### src/sv/iul_ram.sv
// Generic single-port-write, single-port-read RAM with registered read.
// No dependencies.
`timescale 1ns / 1ps
module iul_ram #(
  parameter int unsigned Width = 8,
  parameter int unsigned Depth = 16
) (
  input  logic                     clk_i,
  input  logic                     we_i,
  input  logic [$clog2(Depth)-1:0] waddr_i,
  input  logic [Width-1:0]         wdata_i,
  input  logic [$clog2(Depth)-1:0] raddr_i,
  output logic [Width-1:0]         rdata_o
);
  logic [Width-1:0] mem_q [Depth];

  always_ff @(posedge clk_i) begin
    if (we_i) begin
      mem_q[waddr_i] <= wdata_i;
    end
    rdata_o <= mem_q[raddr_i];
  end
endmodule

### config.mk
export PLATFORM = sky130hd
export DESIGN_NAME = iul_ram
export DESIGN_NICKNAME = d
export VERILOG_FILES = /design/src/sv/iul_ram.sv
export SDC_FILE = /design/constraint.sdc
export NUM_CORES = 1
export LEC_CHECK = 0
export BUFFER_PORTS_ARGS = -buffer_cell sky130_fd_sc_hd__clkbuf_2
export CAP_MARGIN = 40
export CORE_MARGIN = 4
export CORE_UTILIZATION = 40
export DETAILED_ROUTE_END_ITERATION = 16
export PLACE_DENSITY_LB_ADDON = 0.3
export SLEW_MARGIN = 10
export SYNTH_ARGS = -nofsm -noshare
export SYNTH_HDL_FRONTEND = slang
export SYNTH_SLANG_ARGS = --single-unit
### constraint.sdc
create_clock -name clk_i -period 2.8 [get_ports clk_i]
set_input_delay 0.14 -clock clk_i [delete_from_list [all_inputs] [get_ports clk_i]]
set_output_delay 0.14 -clock clk_i [all_outputs]
set_load 0.01 [all_outputs]
# --- Word level (Yosys, flattened, before mapping) ---
# Memories as Yosys holds them, arrays and structs flattened. A register that Yosys moved wholly into a read port is not among the register bits.
# Index checks and enable logic that the tools add are counted.
word_totals:
  reg_bits: 0
  ramBits: 128
  in_bits: 18
  output_inout_bits: 8
  word_cells: 3
  mem_count: 1
classes:
  muxes: 2
memory_table:
  columns: ["name", "words", "width", "rd", "rd_ports_with_merged_regs", "write_ports", "line_no", "rtl"]
  rows:
  - ["mem_q", 16, 8, 1, 1, 1, "15", "logic [Width-1:0] mem_q [Depth];"]
op_table:
  columns: ["op", "n"]
  rows:
  - ["$mux W1", 2]

# --- Longest topological paths before layout ---
logic_depth:
  ltp_word: 2
  depth_mapped: 5
  ltp_nobuf: 3

# --- Least setup slack after synthesis ---
# No wires, ideal clock.
synth_timing:
  kind: "input to register"
  start: "in waddr_i[2]"
  end: "mem mem_q[0][0], enable pin"
  setup_time_ns: 0.383
  arrival_time_ns: 1.250
  required_ns: 2.417
  setup_slack_ns: 1.167
  path_stages: 2
  path_buffers: 0
  path_cell_list: "or3b_2 -> nor3_1"
synth_lines:
  columns: ["item", "line_no", "rtl"]
  rows:
  - ["start, declared", "10", "input logic [$clog2(Depth)-1:0] waddr_i,"]
  - ["end, declared", "15", null]
# Straight into the memory's write port.

==> metrics.cfg <==
[outcome]
status = finished clean

[setup_path]
criticalPathCategory = input port to flop
path_max_fanout = 17
worstPathCellList = clkbuf_2 > buf_12 > mux4_2 > a22oi_1 > nand2_1
cpMaxStageDelayCell = mux4_2
worstRegToRegCells = 3
setup.worst_path.start = raddr_i[0]
cp-end-kind = flop
endpoint = rdata_o[0]
r2r_end = rdata_o[5]
reg2reg_slack_ns = 1.43
cp-start-kind = input port
crit_arrival_ns = 1.75
crit_required_ns = 3.08
r2r_start = mem_q[2][5]
cpPeakStageDelay_ns = 0.52

[cts]
cts_max_path_buffers = 2
clkSlewWorstSetupHoldPaths_ns = 0.06
clkLatencyLatePin_ns = 0.41
cts_htree_levels = 4
tritoncts = built
postCtsHoldBufs = 0
cts_buffers = 17
clock-sinks = 136
root_buffer = clkbuf_16
post_cts_resize_count = 0
cts_setup_buffers = 0

[pwr]
p_leak_nw = 2.056
clock_power_share_pct = 47.7
p_sw_share_pct = 19.55
p_per_area_nw_per_um2 = 780.2
internal_power_mw = 3.842
p_seq_share_pct = 47.9
switching_power_mw = 0.9338
pwr-share-comb_pct = 4.4
peakVddDrop_v = 0.0004136

[grt]
grt_pass1_vias = 2508
grt_max_degree = 27
grt_pass1_wl_um = 15390
antenna_found_initial = 0
grt.overflow.total = 0
track_usage_pct = 14.91

[synth]
synth_mux_area_share_pct = 15.02
avgSynthCellArea_um2 = 22.48
yosys.area_share.simple_pct = 3.184
synth.distinct_cells = 19
synth-compound-area-share_pct = 2.333
synth_top_area_share_pct = 74.67
synth_top_family_by_area = multiplexers
synth_common_cells = 128 x edfxtp_1, 18 x mux4_2, 16 x a22oi_1
synth_nets = 247
ys_seq_elements = 136
yosys_warnings = 0
yosysMostFrequentCell = edfxtp_1
synthFlopType = edfxtp_1
synth_xor_area_share_pct = 0
synth_area_um2 = 5147
synthCells = 229
yosysTopAreaCell = edfxtp_1
synth-edff-count = 128
synth-async-reset-ratio_pct = 0
ys_top_cells_by_area = edfxtp_1 75%, mux4_2 7.9%, mux4_1 7.1%
synth_fa_ha_area_share_pct = 0
yosysSeqAreaShare_pct = 77.78

[detailed_routing]
drt_first_pass_iters = 4
remaining_drc_errors = 0
routedWlPerCell_um = 21.12
drtAntennaViolNets = 0
wl_met2_um = 4950
first_iter_violations = 258
highest_layer = met4
vias_per_cell = 5.095
wl_met1_um = 4307
vias = 2349
wl_um = 9737
dr_wl_met3_um = 345

[die]
die-area_um2 = 14750
num_rows = 41
die_h_um = 121.4
ios = 26
core_area_um2 = 12620
fp.dieW_um = 121.4
start_util_pct = 40.79

[sta]
relSlewSlack_pct = 46.10
clock_skew_ns = 0.01127
finalSetupViolCount = 0
finalCritPeriodShare_pct = 52.50
holdWs_ns = 0.1542
fin_setup_tns_ns = 0
rsz0062_at_grt = no
max_freq_mhz = 680.3
worstMarginPinSlew_ns = 0.8068
worst_slack_ns = 1.330
drv_slew = 0
final_hold_viol_count = 0
period_minus_slack_ns = 1.470

[placement]
dp.cells = 429
pre_cts_slack_ns = 0.9330
gp_congestion = 0.6836
dp_hpwl_um = 6076
portBuffers = 25
place_area_um2 = 5512

[job]
max_cap_violations = 0

[hold_path]
hold_path_depth = 1
hold_class = input port to flop

[layout]
num_antenna_cells = 0
syn_to_final_growth_pct = 18.91
stdcell_count = 461
fillCellCount = 1056
fin_area_um2 = 6121
nets = 294
drive_above_1_share_pct = 29.41

cell usage in the layout (no fill, tap or decap), types with 2 or more instances in the layout:
cell type and count:
clkinv_1 3, dfxtp_1 8, bufinv_16 4, nand2b_1 2, buf_4 12, clkinv_2 2
a22oi_1 16, mux4_1 14, clkbuf_16 17, nor2_1 13, mux4_2 18, clkinvlp_4 4
nand3b_1 2, nor3_1 4, edfxtp_1 128, nand2_1 9, clkbuf_2 25
logic make-up after synthesis:
family          after synthesis
compound gates               16
buf+inv                      10
mux                          32
simple gates                 35
flops                       136
registers in the layout, summed over array words and instances, names as in the netlist:
| name | cells |
|---|---|
| rdata_o | 8 |
| mem_q | 128 |
how the worst min path moves through the flow:
stage / from / endpoint / slack (ns)
CTS: wdata_i[6] / mem_q[6][6] / 0.16
global route: wdata_i[0] / mem_q[6][0] / 0.18
global placement: rdata_o[7] / rdata_o[7] / 0.53
detailed placement: rdata_o[0] / rdata_o[0] / 0.53
floorplan: wdata_i[0] / mem_q[0][0] / 0.24
finish: wdata_i[6] / mem_q[6][6] / 0.15
metrics by stage:
stage | utilization, % | power, mW
floorplan | - | 2.450
global placement | 43.61 | 2.537
detailed placement | 43.67 | 2.543
CTS | 48.50 | 4.826
global route | 48.50 | 4.940
finish | 48.50 | 4.776
power by group through the flow:
| stage | clock network [mW] | registers (mW) | logic (mW) |
|---|---|---|---|
| floorplan | 0 | 2.33 | 0.116 |
| global placement | 0 | 2.33 | 0.208 |
| detailed placement | 0 | 2.33 | 0.212 |
| CTS | 2.32 | 2.29 | 0.214 |
| global route | 2.42 | 2.29 | 0.231 |
| finish | 2.28 | 2.29 | 0.208 |
routing by layer:
layer  up-vias  GRT usage (%)
li1       1067              -
met2        40          23.63
met3        10          4.149
met5         -              0
met1      1232          19.43
met4         0          6.303
final cells by class:
cell class,instances,area (um2),share of cell area (%)
multi-input combinational,83,1057,17.27
clock inverter,14,180.2,2.944
sequential,136,4004,65.41
clock buffer,18,429.2,7.011
timing repair buffer,38,235.2,3.843
tap,172,215.2,3.516
worst max-delay path, delay by kind of cell:
kind | cells | cell delay [ns]
multiplexers | 1 | 0.52
AND/OR/NAND/NOR | 1 | 0.11
buffers and inverters | 2 | 0.73
AO/OA/AOI/OAI | 1 | 0.23
No activity file was read; power rests on OpenSTA's default activity.
